**src/rtl/core/fcbb_pkg.sv**
```systemverilog
package fcbb_pkg;

	localparam int PIX_W      = 32;
	localparam int POS_W      = 12;
	localparam int CNT_W      = 25;
	localparam int SIZE_W     = 13;
	localparam int MAX_WIDTH  = 4096;
	localparam int MAX_HEIGHT = 4096;

	localparam logic [SIZE_W-1:0] WIDTH_RESET  = SIZE_W'(800);
	localparam logic [SIZE_W-1:0] HEIGHT_RESET = SIZE_W'(480);

	typedef enum logic [0:0] {
		REG_FRAME_WIDTH  = 1'b0,
		REG_FRAME_HEIGHT = 1'b1
	} reg_index_t;

	typedef struct packed {
		logic [PIX_W-1:0] pixel;
		logic             first;
		logic             last;
		logic [POS_W-1:0] x;
		logic [POS_W-1:0] y;
	} pix_s1_t;

	typedef struct packed {
		logic [PIX_W-1:0] background_pixel;
		logic [CNT_W-1:0] content_count;
		logic [POS_W-1:0] box_min_x;
		logic [POS_W-1:0] box_min_y;
		logic [POS_W-1:0] box_max_x;
		logic [POS_W-1:0] box_max_y;
	} box_t;

	// Last position on an axis: zero size acts as one, oversize saturates.
	function automatic logic [POS_W-1:0] last_pos(input logic [SIZE_W-1:0] size,
		input logic [SIZE_W-1:0] limit);
		logic [SIZE_W-1:0] eff;
		begin
			if (size == '0) begin
				eff = SIZE_W'(1);
			end else if (size > limit) begin
				eff = limit;
			end else begin
				eff = size;
			end
			last_pos = POS_W'(eff - SIZE_W'(1));
		end
	endfunction

endpackage

```
**src/rtl/core/fcbb_if.sv**
```systemverilog
interface fcbb_pix_if;
	logic                          valid;
	logic                          ready;
	logic [fcbb_pkg::PIX_W-1:0]    pixel_value;

	modport source (output valid, output pixel_value, input ready);
	modport sink (input valid, input pixel_value, output ready);
endinterface

interface fcbb_box_if;
	logic                          valid;
	logic                          ready;
	logic [fcbb_pkg::PIX_W-1:0]    background_pixel;
	logic [fcbb_pkg::CNT_W-1:0]    content_count;
	logic [fcbb_pkg::POS_W-1:0]    box_min_x;
	logic [fcbb_pkg::POS_W-1:0]    box_min_y;
	logic [fcbb_pkg::POS_W-1:0]    box_max_x;
	logic [fcbb_pkg::POS_W-1:0]    box_max_y;

	modport source (output valid, output background_pixel, output content_count,
		output box_min_x, output box_min_y, output box_max_x, output box_max_y,
		input ready);
	modport sink (input valid, input background_pixel, input content_count,
		input box_min_x, input box_min_y, input box_max_x, input box_max_y,
		output ready);
endinterface

```
**src/rtl/core/frame_content_bounding_box_core.sv**
```systemverilog
// Frame content bounding box.
// Pixels enter on the pixels channel, one word per pixel in raster order over
// a frame of frame_width by frame_height (register 0 and 1 of the write port).
// The first pixel of a frame is the background; the block counts the pixels
// that differ from it and tracks their bounding box. On the frame's last pixel
// one word leaves on the boxes channel: background, count and box (zero box
// when nothing differed).
// Throughput: one pixel per cycle, set by the single update stage, unless a
// last pixel waits there; it moves on into the output register once that is
// free, and the word is shown from then on until the receiver takes it.
// Receiver stall: the output register holds its word; the block keeps taking
// pixels until the next last pixel reaches the update stage, then input
// ready drops until the output word is taken.
// Reset: widths return to 800 by 480, the scan starts at a frame's first
// pixel, no word is held. A register write also restarts the scan.
module frame_content_bounding_box_core (
	input  logic                         clk,
	input  logic                         arst_n,
	fcbb_pix_if.sink                     pixels,
	fcbb_box_if.source                   boxes,
	input  logic                         wr_en,
	input  logic [0:0]                   wr_index,
	input  logic [fcbb_pkg::SIZE_W-1:0]  wr_data
);

	logic              valid_s1;
	fcbb_pkg::pix_s1_t word_s1;
	fcbb_pkg::box_t    result;
	fcbb_pkg::box_t    box_q;
	logic              out_valid_q;
	logic              out_free;
	logic              advance;
	logic              accept;

	assign out_free      = !out_valid_q || boxes.ready;
	assign advance       = valid_s1 && (!word_s1.last || out_free);
	assign pixels.ready  = !valid_s1 || advance;
	assign accept        = pixels.valid && pixels.ready;

	fcbb_scan u_scan (
		.clk      (clk),
		.arst_n   (arst_n),
		.wr_en    (wr_en),
		.wr_index (wr_index),
		.wr_data  (wr_data),
		.accept   (accept),
		.pixel    (pixels.pixel_value),
		.advance  (advance),
		.valid_s1 (valid_s1),
		.word_s1  (word_s1)
	);

	fcbb_stats u_stats (
		.clk     (clk),
		.arst_n  (arst_n),
		.advance (advance),
		.word_s1 (word_s1),
		.result  (result)
	);

	always_ff @(posedge clk or negedge arst_n) begin
		if (!arst_n) begin
			out_valid_q <= 1'b0;
		end else if (advance && word_s1.last) begin
			out_valid_q <= 1'b1;
		end else if (boxes.ready) begin
			out_valid_q <= 1'b0;
		end
	end

	always_ff @(posedge clk) begin
		if (advance && word_s1.last) begin
			box_q <= result;
		end
	end

	assign boxes.valid            = out_valid_q;
	assign boxes.background_pixel = box_q.background_pixel;
	assign boxes.content_count    = box_q.content_count;
	assign boxes.box_min_x        = box_q.box_min_x;
	assign boxes.box_min_y        = box_q.box_min_y;
	assign boxes.box_max_x        = box_q.box_max_x;
	assign boxes.box_max_y        = box_q.box_max_y;

endmodule

```
**src/rtl/core/fcbb_scan.sv**
```systemverilog
module fcbb_scan (
	input  logic                            clk,
	input  logic                            arst_n,
	input  logic                            wr_en,
	input  logic [0:0]                      wr_index,
	input  logic [fcbb_pkg::SIZE_W-1:0]     wr_data,
	input  logic                            accept,
	input  logic [fcbb_pkg::PIX_W-1:0]      pixel,
	input  logic                            advance,
	output logic                            valid_s1,
	output fcbb_pkg::pix_s1_t               word_s1
);

	logic [fcbb_pkg::SIZE_W-1:0] width_q;
	logic [fcbb_pkg::SIZE_W-1:0] height_q;
	logic [fcbb_pkg::POS_W-1:0]  col_q;
	logic [fcbb_pkg::POS_W-1:0]  line_q;
	logic [fcbb_pkg::POS_W-1:0]  col_end;
	logic [fcbb_pkg::POS_W-1:0]  line_end;
	logic                        col_wrap;
	logic                        line_wrap;

	assign col_end   = fcbb_pkg::last_pos(width_q, fcbb_pkg::SIZE_W'(fcbb_pkg::MAX_WIDTH));
	assign line_end  = fcbb_pkg::last_pos(height_q, fcbb_pkg::SIZE_W'(fcbb_pkg::MAX_HEIGHT));
	assign col_wrap  = col_q >= col_end;
	assign line_wrap = line_q >= line_end;

	always_ff @(posedge clk or negedge arst_n) begin
		if (!arst_n) begin
			width_q  <= fcbb_pkg::WIDTH_RESET;
			height_q <= fcbb_pkg::HEIGHT_RESET;
			col_q    <= '0;
			line_q   <= '0;
		end else if (wr_en) begin
			// any register write restarts the frame
			unique case (fcbb_pkg::reg_index_t'(wr_index))
				fcbb_pkg::REG_FRAME_WIDTH:  width_q  <= wr_data;
				fcbb_pkg::REG_FRAME_HEIGHT: height_q <= wr_data;
				default: ;
			endcase
			col_q  <= '0;
			line_q <= '0;
		end else if (accept) begin
			if (col_wrap) begin
				col_q  <= '0;
				line_q <= line_wrap ? '0 : line_q + fcbb_pkg::POS_W'(1);
			end else begin
				col_q <= col_q + fcbb_pkg::POS_W'(1);
			end
		end
	end

	always_ff @(posedge clk or negedge arst_n) begin
		if (!arst_n) begin
			valid_s1 <= 1'b0;
		end else if (accept) begin
			valid_s1 <= 1'b1;
		end else if (advance) begin
			valid_s1 <= 1'b0;
		end
	end

	always_ff @(posedge clk) begin
		if (accept) begin
			word_s1.pixel <= pixel;
			word_s1.first <= (col_q == '0) && (line_q == '0);
			word_s1.last  <= col_wrap && line_wrap;
			word_s1.x     <= col_q;
			word_s1.y     <= line_q;
		end
	end

endmodule

```
**src/rtl/core/fcbb_stats.sv**
```systemverilog
module fcbb_stats (
	input  logic                clk,
	input  logic                arst_n,
	input  logic                advance,
	input  fcbb_pkg::pix_s1_t   word_s1,
	output fcbb_pkg::box_t      result
);

	logic [fcbb_pkg::PIX_W-1:0] bg_q,   bg_d;
	logic [fcbb_pkg::CNT_W-1:0] cnt_q,  cnt_d;
	logic [fcbb_pkg::POS_W-1:0] minx_q, minx_d;
	logic [fcbb_pkg::POS_W-1:0] miny_q, miny_d;
	logic [fcbb_pkg::POS_W-1:0] maxx_q, maxx_d;
	logic [fcbb_pkg::POS_W-1:0] maxy_q, maxy_d;

	always_comb begin
		bg_d   = bg_q;
		cnt_d  = cnt_q;
		minx_d = minx_q;
		miny_d = miny_q;
		maxx_d = maxx_q;
		maxy_d = maxy_q;
		if (word_s1.first) begin
			bg_d   = word_s1.pixel;
			cnt_d  = '0;
			minx_d = '1;
			miny_d = '1;
			maxx_d = '0;
			maxy_d = '0;
		end else if (word_s1.pixel != bg_q) begin
			if (cnt_q != '1) begin
				cnt_d = cnt_q + fcbb_pkg::CNT_W'(1);
			end
			if (word_s1.x < minx_q) minx_d = word_s1.x;
			if (word_s1.y < miny_q) miny_d = word_s1.y;
			if (word_s1.x > maxx_q) maxx_d = word_s1.x;
			if (word_s1.y > maxy_q) maxy_d = word_s1.y;
		end
	end

	always_ff @(posedge clk or negedge arst_n) begin
		if (!arst_n) begin
			bg_q   <= '0;
			cnt_q  <= '0;
			minx_q <= '1;
			miny_q <= '1;
			maxx_q <= '0;
			maxy_q <= '0;
		end else if (advance) begin
			bg_q   <= bg_d;
			cnt_q  <= cnt_d;
			minx_q <= minx_d;
			miny_q <= miny_d;
			maxx_q <= maxx_d;
			maxy_q <= maxy_d;
		end
	end

	// an empty frame reports a zero box
	always_comb begin
		result.background_pixel = bg_d;
		result.content_count    = cnt_d;
		if (cnt_d != '0) begin
			result.box_min_x = minx_d;
			result.box_min_y = miny_d;
			result.box_max_x = maxx_d;
			result.box_max_y = maxy_d;
		end else begin
			result.box_min_x = '0;
			result.box_min_y = '0;
			result.box_max_x = '0;
			result.box_max_y = '0;
		end
	end

endmodule
```
**src/flat_wrapper.sv**
```systemverilog
// flat-port wrapper written by rule: the top's interface ports become plain ports
module frame_content_bounding_box_core_flat 
  (clk, arst_n, wr_en, wr_index, wr_data, pixels_valid, pixels_pixel_value, pixels_ready, boxes_valid, boxes_background_pixel, boxes_content_count, boxes_box_min_x, boxes_box_min_y, boxes_box_max_x, boxes_box_max_y, boxes_ready);
  fcbb_pix_if pixels_i ();
  fcbb_box_if boxes_i ();
  input  logic clk;
  input  logic arst_n;
  input  logic wr_en;
  input  logic [0:0] wr_index;
  input  logic [fcbb_pkg::SIZE_W-1:0] wr_data;
  input wire logic [$bits(pixels_i.valid)-1:0] pixels_valid;
  input wire logic [$bits(pixels_i.pixel_value)-1:0] pixels_pixel_value;
  output wire logic [$bits(pixels_i.ready)-1:0] pixels_ready;
  output wire logic [$bits(boxes_i.valid)-1:0] boxes_valid;
  output wire logic [$bits(boxes_i.background_pixel)-1:0] boxes_background_pixel;
  output wire logic [$bits(boxes_i.content_count)-1:0] boxes_content_count;
  output wire logic [$bits(boxes_i.box_min_x)-1:0] boxes_box_min_x;
  output wire logic [$bits(boxes_i.box_min_y)-1:0] boxes_box_min_y;
  output wire logic [$bits(boxes_i.box_max_x)-1:0] boxes_box_max_x;
  output wire logic [$bits(boxes_i.box_max_y)-1:0] boxes_box_max_y;
  input wire logic [$bits(boxes_i.ready)-1:0] boxes_ready;
  assign pixels_i.valid = pixels_valid;
  assign pixels_i.pixel_value = pixels_pixel_value;
  assign pixels_ready = pixels_i.ready;
  assign boxes_valid = boxes_i.valid;
  assign boxes_background_pixel = boxes_i.background_pixel;
  assign boxes_content_count = boxes_i.content_count;
  assign boxes_box_min_x = boxes_i.box_min_x;
  assign boxes_box_min_y = boxes_i.box_min_y;
  assign boxes_box_max_x = boxes_i.box_max_x;
  assign boxes_box_max_y = boxes_i.box_max_y;
  assign boxes_i.ready = boxes_ready;
  frame_content_bounding_box_core u_core (.clk(clk), .arst_n(arst_n), .pixels(pixels_i), .boxes(boxes_i), .wr_en(wr_en), .wr_index(wr_index), .wr_data(wr_data));
endmodule
```
**config.mk**
```make
export PLATFORM = sky130hd
export DESIGN_NAME = frame_content_bounding_box_core_flat
export DESIGN_NICKNAME = d
export VERILOG_FILES = /design/src/rtl/core/fcbb_pkg.sv /design/src/rtl/core/fcbb_if.sv /design/src/rtl/core/frame_content_bounding_box_core.sv /design/src/rtl/core/fcbb_scan.sv /design/src/rtl/core/fcbb_stats.sv /design/src/flat_wrapper.sv
export SDC_FILE = /design/constraint.sdc
export NUM_CORES = 1
export LEC_CHECK = 0
export ABC_AREA = 1
export BUFFER_PORTS_ARGS = -buffer_cell sky130_fd_sc_hd__buf_2
export CORE_ASPECT_RATIO = 0.9
export CORE_MARGIN = 1
export CORE_UTILIZATION = 30
export CTS_BUF_LIST = sky130_fd_sc_hd__clkbuf_8
export DETAILED_ROUTE_END_ITERATION = 10
export HOLD_SLACK_MARGIN = 0.12
export RECOVER_POWER = 100
export SETUP_SLACK_MARGIN = 0.4
export SLEW_MARGIN = 5
export SYNTH_ARGS = -nofsm -noshare
export SYNTH_HDL_FRONTEND = slang
export SYNTH_HIERARCHICAL = 1
export SYNTH_SLANG_ARGS = --single-unit
```
**constraint.sdc**
```tcl
create_clock -name clk -period 4 [get_ports clk]
set_input_delay 0.8 -clock clk [delete_from_list [all_inputs] [get_ports clk]]
set_output_delay 0.8 -clock clk [all_outputs]
set_load 0.03 [all_outputs]
```
==> results of run 1 <==
## power by group
part	internal [uW]	leakage (uW)	switching (uW)	total (uW)
combinational	1060	0.00438	2320	3380
clock	1950	0.000736	1490	3440
sequential	4280	0.00355	394	4680
## how the worst min path moves through the flow
stage	to	slack, ns
after floorplan	u_core/u_stats/maxx_q[1]	0.45
after detailed placement	u_core/u_stats/miny_q[9]	0.47
after global placement	u_core/u_stats/miny_q[11]	0.46
after CTS	u_core/u_scan/word_s1[26]	0.21
final	u_core/u_scan/word_s1[26]	0.28
after global routing	u_core/u_scan/word_s1[37]	0.24
## cells by family (layout without fill, tap and decap cells)
kind of cell	count (synthesis)	in the layout	synth area share
compound gates	391	391	0.1227
xor+xnor	55	55	0.02822
fa+ha+maj	77	77	0.05644
buf+inv	317	530	0.07653
flops	320	320	0.5192
other cells	0	1	0
simple gates	796	796	0.1969
## routing by layer
| metal | up-vias | routed length (um) | GRT usage |
|---|---|---|---|
| met5 | - | 0 | 0 |
| met4 | 0 | 1092 | 0.05455 |
| met3 | 78 | 2391 | 0.02893 |
| met2 | 324 | 20320 | 0.2369 |
| met1 | 6538 | 20750 | 0.2129 |
| li1 | 6785 | - | - |
## cells in the mapped netlist (all sizes together) (2+ instances only)
master,n,share of area
nand2,523,0.12
o21ai,244,0.072
inv,238,0.052
edfxtp,163,0.29
a21oi,132,0.043
nor2,130,0.033
dfrtp,126,0.18
nand3,99,0.030
ha,77,0.056
clkbuf,43,0.0095
buf,34,0.014
dfstp,31,0.048
xnor2,30,0.015
xor2,25,0.013
nand4,24,0.0095
nor3,7,0.0023
nand3b,6,0.0026
a21boi,4,0.0018
o211ai,3,0.0013
o21a,3,0.0013
o21bai,3,0.0013
or2,3,0.0011
clkinv,2,0.00051
nor4,2,0.00073
## area by class of cell
type / count / area, sq um
timing repair buffer: 177 / 859.6
sequential: 320 / 8862
clock buffer: 71 / 977.2
inverter: 240 / 903.4
clock inverter: 42 / 337.8
antenna: 1 / 2.502
tap: 756 / 945.9
multi-input combinational: 1319 / 6809
fill: 5843 / 36220
## through the flow
step	power, uW	cell area (sq um)	hold WS (ns)	setup WS, ns
2_1_floorplan	7279	17070	0.4530	0.4879
3_3_place_gp	8163	18630	0.4630	0.6465
3_5_place_dp	8257	18630	0.4674	0.5732
4_1_cts	11780	19950	0.2120	0.5422
5_1_grt	12310	19700	0.2359	0.2578
6_report	11500	19700	0.2789	0.5787
## critical path, stage by stage (launching register included)
cell,delay [ns]
dfrtp_1,0.44
ha_1,0.27
nand2_1,0.09
nor2_1,0.37
nand2_4,0.11
nor2_1,0.22
clkinv_1,0.16
nor2_4,0.28
nand2_1,0.08
nand2_1,0.08
nand2_1,0.05
nand3_1,0.12
nand2_1,0.08
nor2_1,0.13
nand2_2,0.08
nor2_4,0.11
buf_12,0.24
a21oi_1,0.17
## repair_timing
action,CTS,global route
resized for setup,0,5
endpoints found under the hold margin,2,0
endpoints found under the setup margin,0,18
hold buffers,1,0
## registers in the layout, summed over array words and instances (netlist names)
register,count
u_core/u_scan/word_s1,58
u_core/boxes.background_pixel,32
u_core/u_stats/bg_q,32
u_core/boxes.content_count,25
u_core/u_stats/cnt_q,25
u_core/u_scan/height_q,13
u_core/u_scan/width_q,13
u_core/boxes.box_max_x,12
u_core/boxes.box_max_y,12
u_core/boxes.box_min_x,12
u_core/boxes.box_min_y,12
u_core/u_scan/col_q,12
u_core/u_scan/line_q,12
u_core/u_stats/maxx_q,12
u_core/u_stats/maxy_q,12
u_core/u_stats/minx_q,12
u_core/u_stats/miny_q,12
u_core/boxes.valid,1
u_core/u_scan/valid_s1,1
==> impl_metrics.ini, run 1 <==
[timing]
setup_viol = 0
max_slew_margin = -0.4079
hold_violations = 0
fmax_ghz = 0.2923
finalCritPeriodShare = 0.8553
tightest_slew_ns = 2.112
period_minus_slack_ns = 3.421
drv_slew = 244
setup_tns_ns = 0
fin_worst_skew_ns = 0.06901
rsz0062_at_grt = false

[final_layout]
drive_above_1_share = 0.1028
instances_no_fill = 2926
final_core_util = 0.3523
layout_common_cells = nand2_1, inv_1, o21ai_0
nNetsFinal = 2246
layout_commonest_cell = nand2_1
syn_to_final_growth_pct = 15.40

[clock_network]
cts.sink_count = 320
ctsRootBufferMaster = clkbuf_8
cts.clk_slew.worst_paths_ns = 0.06
cts_setup_buffers = 0
numCtsBuffers = 60
htreeDepth = 2
cts_tree = built
cts.path.max_buffers = 3
insertion_delay_ns = 0.69

[setup_path]
timing_worst_setup_path_type = register to register
reg2reg_from = u_core/u_stats/cnt_q[1]
reg2reg_to = u_core/boxes.box_min_y[11]
cp-endpoint = u_core/boxes.box_min_y[11]
cp-startpoint = u_core/u_stats/cnt_q[1]
required_ns = 4.38
startpoint_type = register
r2r.worst_path.cells = 17
cp-end-kind = register
cp.arrival_ns = 3.80
path_max_fanout = 48
rrSetupSlack_ns = 0.58

[global_route]
grt_overflow = 0
antenna_found_initial = 1
first_global_vias = 13170
grt_usage = 0.1533
grt_start_max_net_pins = 77
grt_first_pass_wirelength_mm = 70.79

[floorplan]
rows = 82
coreArea_sq_mm = 0.05592
dieArea_sq_mm = 0.05786
die_h_um = 228.3
ios = 158
die_x_um = 253.4
start_util = 0.3053

[place]
gp_congestion = 0.8998
dpl.hpwl_mm = 31.24
place_inst = 2811
numPortBuffers = 157

[hold_path]
hp-start = pixels_pixel_value[0]
hold-path-cell-count = 1
min_path_type = input port to register

[power]
power.density_mw_per_mm2 = 583.9
peakVddDrop_uv = 278.9
leakagePower_uw = 0.008674

[synth]
synth_cell_types = 46
synth_area_sq_mm = 0.01707
syn_inst = 1956
async_flop_share = 0.4906
synth-seq-cells = 320
ys_seq_area_frac = 0.5192
synth_warnings = 6
synth-main-ff-cell = edfxtp_1
synth.net_count = 2084
postSynthAreaPerCell_sq_um = 8.726
synth_edf_count = 163

[route]
dr.pass1.iters = 5
wirelength_mm = 44.55
drc = 0
wl_per_cell_um = 15.22
detail_route.iter0.violations = 898
routed_via_density = 4.691
final_antenna_net_count = 0
vias = 13730

[outcome]
status = finished, violations left
violations = max-capacitance violations, max-slew violations

[run]
drv_cap = 5
Note: power is estimated with default switching activity, not from simulation.
==> run 2: changes to the inputs <==
--- a/config.mk
+++ b/config.mk
@@ -7,12 +7,14 @@
 export LEC_CHECK = 0
 export ABC_AREA = 1
 export BUFFER_PORTS_ARGS = -buffer_cell sky130_fd_sc_hd__buf_2
+export CAP_MARGIN = 20
 export CORE_ASPECT_RATIO = 0.9
 export CORE_MARGIN = 1
 export CORE_UTILIZATION = 30
 export CTS_BUF_LIST = sky130_fd_sc_hd__clkbuf_8
 export DETAILED_ROUTE_END_ITERATION = 10
 export HOLD_SLACK_MARGIN = 0.12
+export MAX_ROUTING_LAYER = met4
 export RECOVER_POWER = 100
 export SETUP_SLACK_MARGIN = 0.4
 export SLEW_MARGIN = 5
==> run 2 against run 1 <==
  * The flow still finishes with violations (max-capacitance violations, max-slew violations)
  * Routed wire length about the same
  * Non-clock buffer count unchanged
  * Sequential power about the same
  * Cell count decreased by 0.21%
  * Core utilization decreased by 0.36 points
  * Sequential share of layout area increased by 0.46 points
  * Clock-buffer cell count decreased by 10
  * Combinational power about the same
  * First-iteration DRC count decreased by 1.1%
==> impl_metrics.ini, run 2 (synthesized netlist as in run 1, its figures left out) <==
[timing]
setup_viol = 0
fin_worst_skew_ns = 0.03200
setup_tns_ns = 0
rsz0062_at_grt = false
hold_violations = 0
drv_slew = 304
fmax_ghz = 0.2939
tightest_slew_ns = 2.049
period_minus_slack_ns = 3.403
finalCritPeriodShare = 0.8507
max_slew_margin = -0.3662

[setup_path]
timing_worst_setup_path_type = register to register
reg2reg_from = u_core/u_scan/word_s1[50]
r2r.worst_path.cells = 12
rrSetupSlack_ns = 0.60
cp-end-kind = register
reg2reg_to = u_core/boxes.box_min_x[0]
startpoint_type = register
required_ns = 4.35
cp.arrival_ns = 3.75
path_max_fanout = 30

[global_route]
grt_first_pass_wirelength_mm = 71.48
grt_overflow = 0
grt_start_max_net_pins = 77
first_global_vias = 13280
grt_usage = 0.1588
antenna_found_initial = 0

[clock_network]
cts_setup_buffers = 0
htreeDepth = 2
ctsRootBufferMaster = clkbuf_8
cts_tree = built
numCtsBuffers = 57
cts.path.max_buffers = 3
cts.clk_slew.worst_paths_ns = 0.06
cts.sink_count = 320
insertion_delay_ns = 0.64

[outcome]
violations = max-capacitance violations, max-slew violations
status = finished, violations left

[power]
power.density_mw_per_mm2 = 572.0
leakagePower_uw = 0.008621
fin_total_pwr_uw = 11150
peakVddDrop_uv = 279.6

[final_layout]
largest_register = u_core/u_scan/word_s1
nFillCells = 5842
final_cell_area_sq_mm = 0.01950
syn_to_final_growth_pct = 14.23
nNetsFinal = 2243
layout_common_cells = nand2_1, inv_1, o21ai_0
regArea_sq_mm = 0.008862
instances_no_fill = 2920
largest_reg_flops = 58
layout_commonest_cell = nand2_1
antennaDiodeCount = 0
multi_input_area_sq_mm = 0.006797
drive_above_1_share = 0.09658

[route]
final_antenna_net_count = 0
detail_route.iter0.violations = 888
routed_via_density = 4.668
wl_per_cell_um = 15.25
wirelength_mm = 44.52
vias = 13630
dr.pass1.iters = 5
drc = 0

[hold_path]
hold_end = u_core/u_scan/word_s1[32]
hp-start = pixels_pixel_value[6]
hold-path-cell-count = 1
min_path_type = input port to register

[place]
numPortBuffers = 157
place_inst = 2812
gp_congestion = 0.9071
dpl_cell_area_sq_mm = 0.01864
dpl.hpwl_mm = 31.43

[floorplan]
dieArea_sq_mm = 0.05786
ios = 158
die_x_um = 253.4
die_h_um = 228.3
start_util = 0.3053
rows = 82
coreArea_sq_mm = 0.05592

[run]
drv_cap = 6
## run 2: worst max path at each step
stage | slack [ns] | end | startpoint | depth (start not counted)
finish | 0.60 | u_core/boxes.box_min_x[0] | u_core/u_scan/word_s1[50] | 12
global route | 0.24 | u_core/u_stats/bg_q[21] | arst_n | 2
CTS | 0.55 | u_core/u_scan/line_q[8] | u_core/u_scan/height_q[6] | 22
detailed placement | 0.60 | u_core/u_scan/line_q[8] | u_core/u_scan/height_q[6] | 22
global placement | 0.60 | u_core/u_scan/line_q[8] | u_core/u_scan/height_q[6] | 22
floorplan | 0.49 | u_core/boxes.background_pixel[0] | boxes_ready | 4
## run 2: routing by layer
metal / track usage / up-vias / wire length [um]
li1: - / 6773 / -
met1: 0.2146 / 6440 / 20910
met2: 0.2400 / 346 / 20190
met3: 0.02836 / 71 / 2336
met4: 0.05133 / 0 / 1076
met5: - / - / 0
## run 2: report_power, final
part | internal (uW) | switching [uW] | total [uW]
Clock | 1670 | 1430 | 3100
Sequential | 4280 | 399 | 4680
Combinational | 1050 | 2320 | 3370
## run 2: repair_timing
action / CTS / global route
hold buffers: 0 / 0
endpoints found under the setup margin: 0 / 20
hold endpoints to repair: 0 / 0
gates resized for setup: 0 / 5
## run 2: cell type report
type	instances	area share
Sequential cell	320	0.4545
Multi-Input combinational cell	1319	0.3486
Tap cell	756	0.04851
Inverter	240	0.04646
Clock buffer	61	0.04306
Timing Repair Buffer	177	0.04287
Clock inverter	47	0.01598
## run 2: metrics by stage
| stage | hold WS (ns) | setup WS [ns] | util |
|---|---|---|---|
| global route | 0.2729 | 0.2357 | 0.3487 |
| CTS | 0.1681 | 0.5481 | 0.3539 |
| detailed placement | 0.4674 | 0.5955 | 0.3333 |
| floorplan | 0.4530 | 0.4879 | - |
| global placement | 0.4622 | 0.6003 | 0.3333 |
| finish | 0.3266 | 0.5972 | 0.3487 |
## run 2: worst max-delay path: stages, from the launching register on
cell and delay [ns]:
edfxtp_1 0.40, xnor2_1 0.36, nand2_1 0.09, nor2_1 0.12
nand2_1 0.06, nor2_1 0.22, nand2_1 0.09, buf_4 0.25
nand3_1 0.36, clkbuf_1 0.46, o21ai_0 0.15, a21oi_1 0.44
a21oi_2 0.08
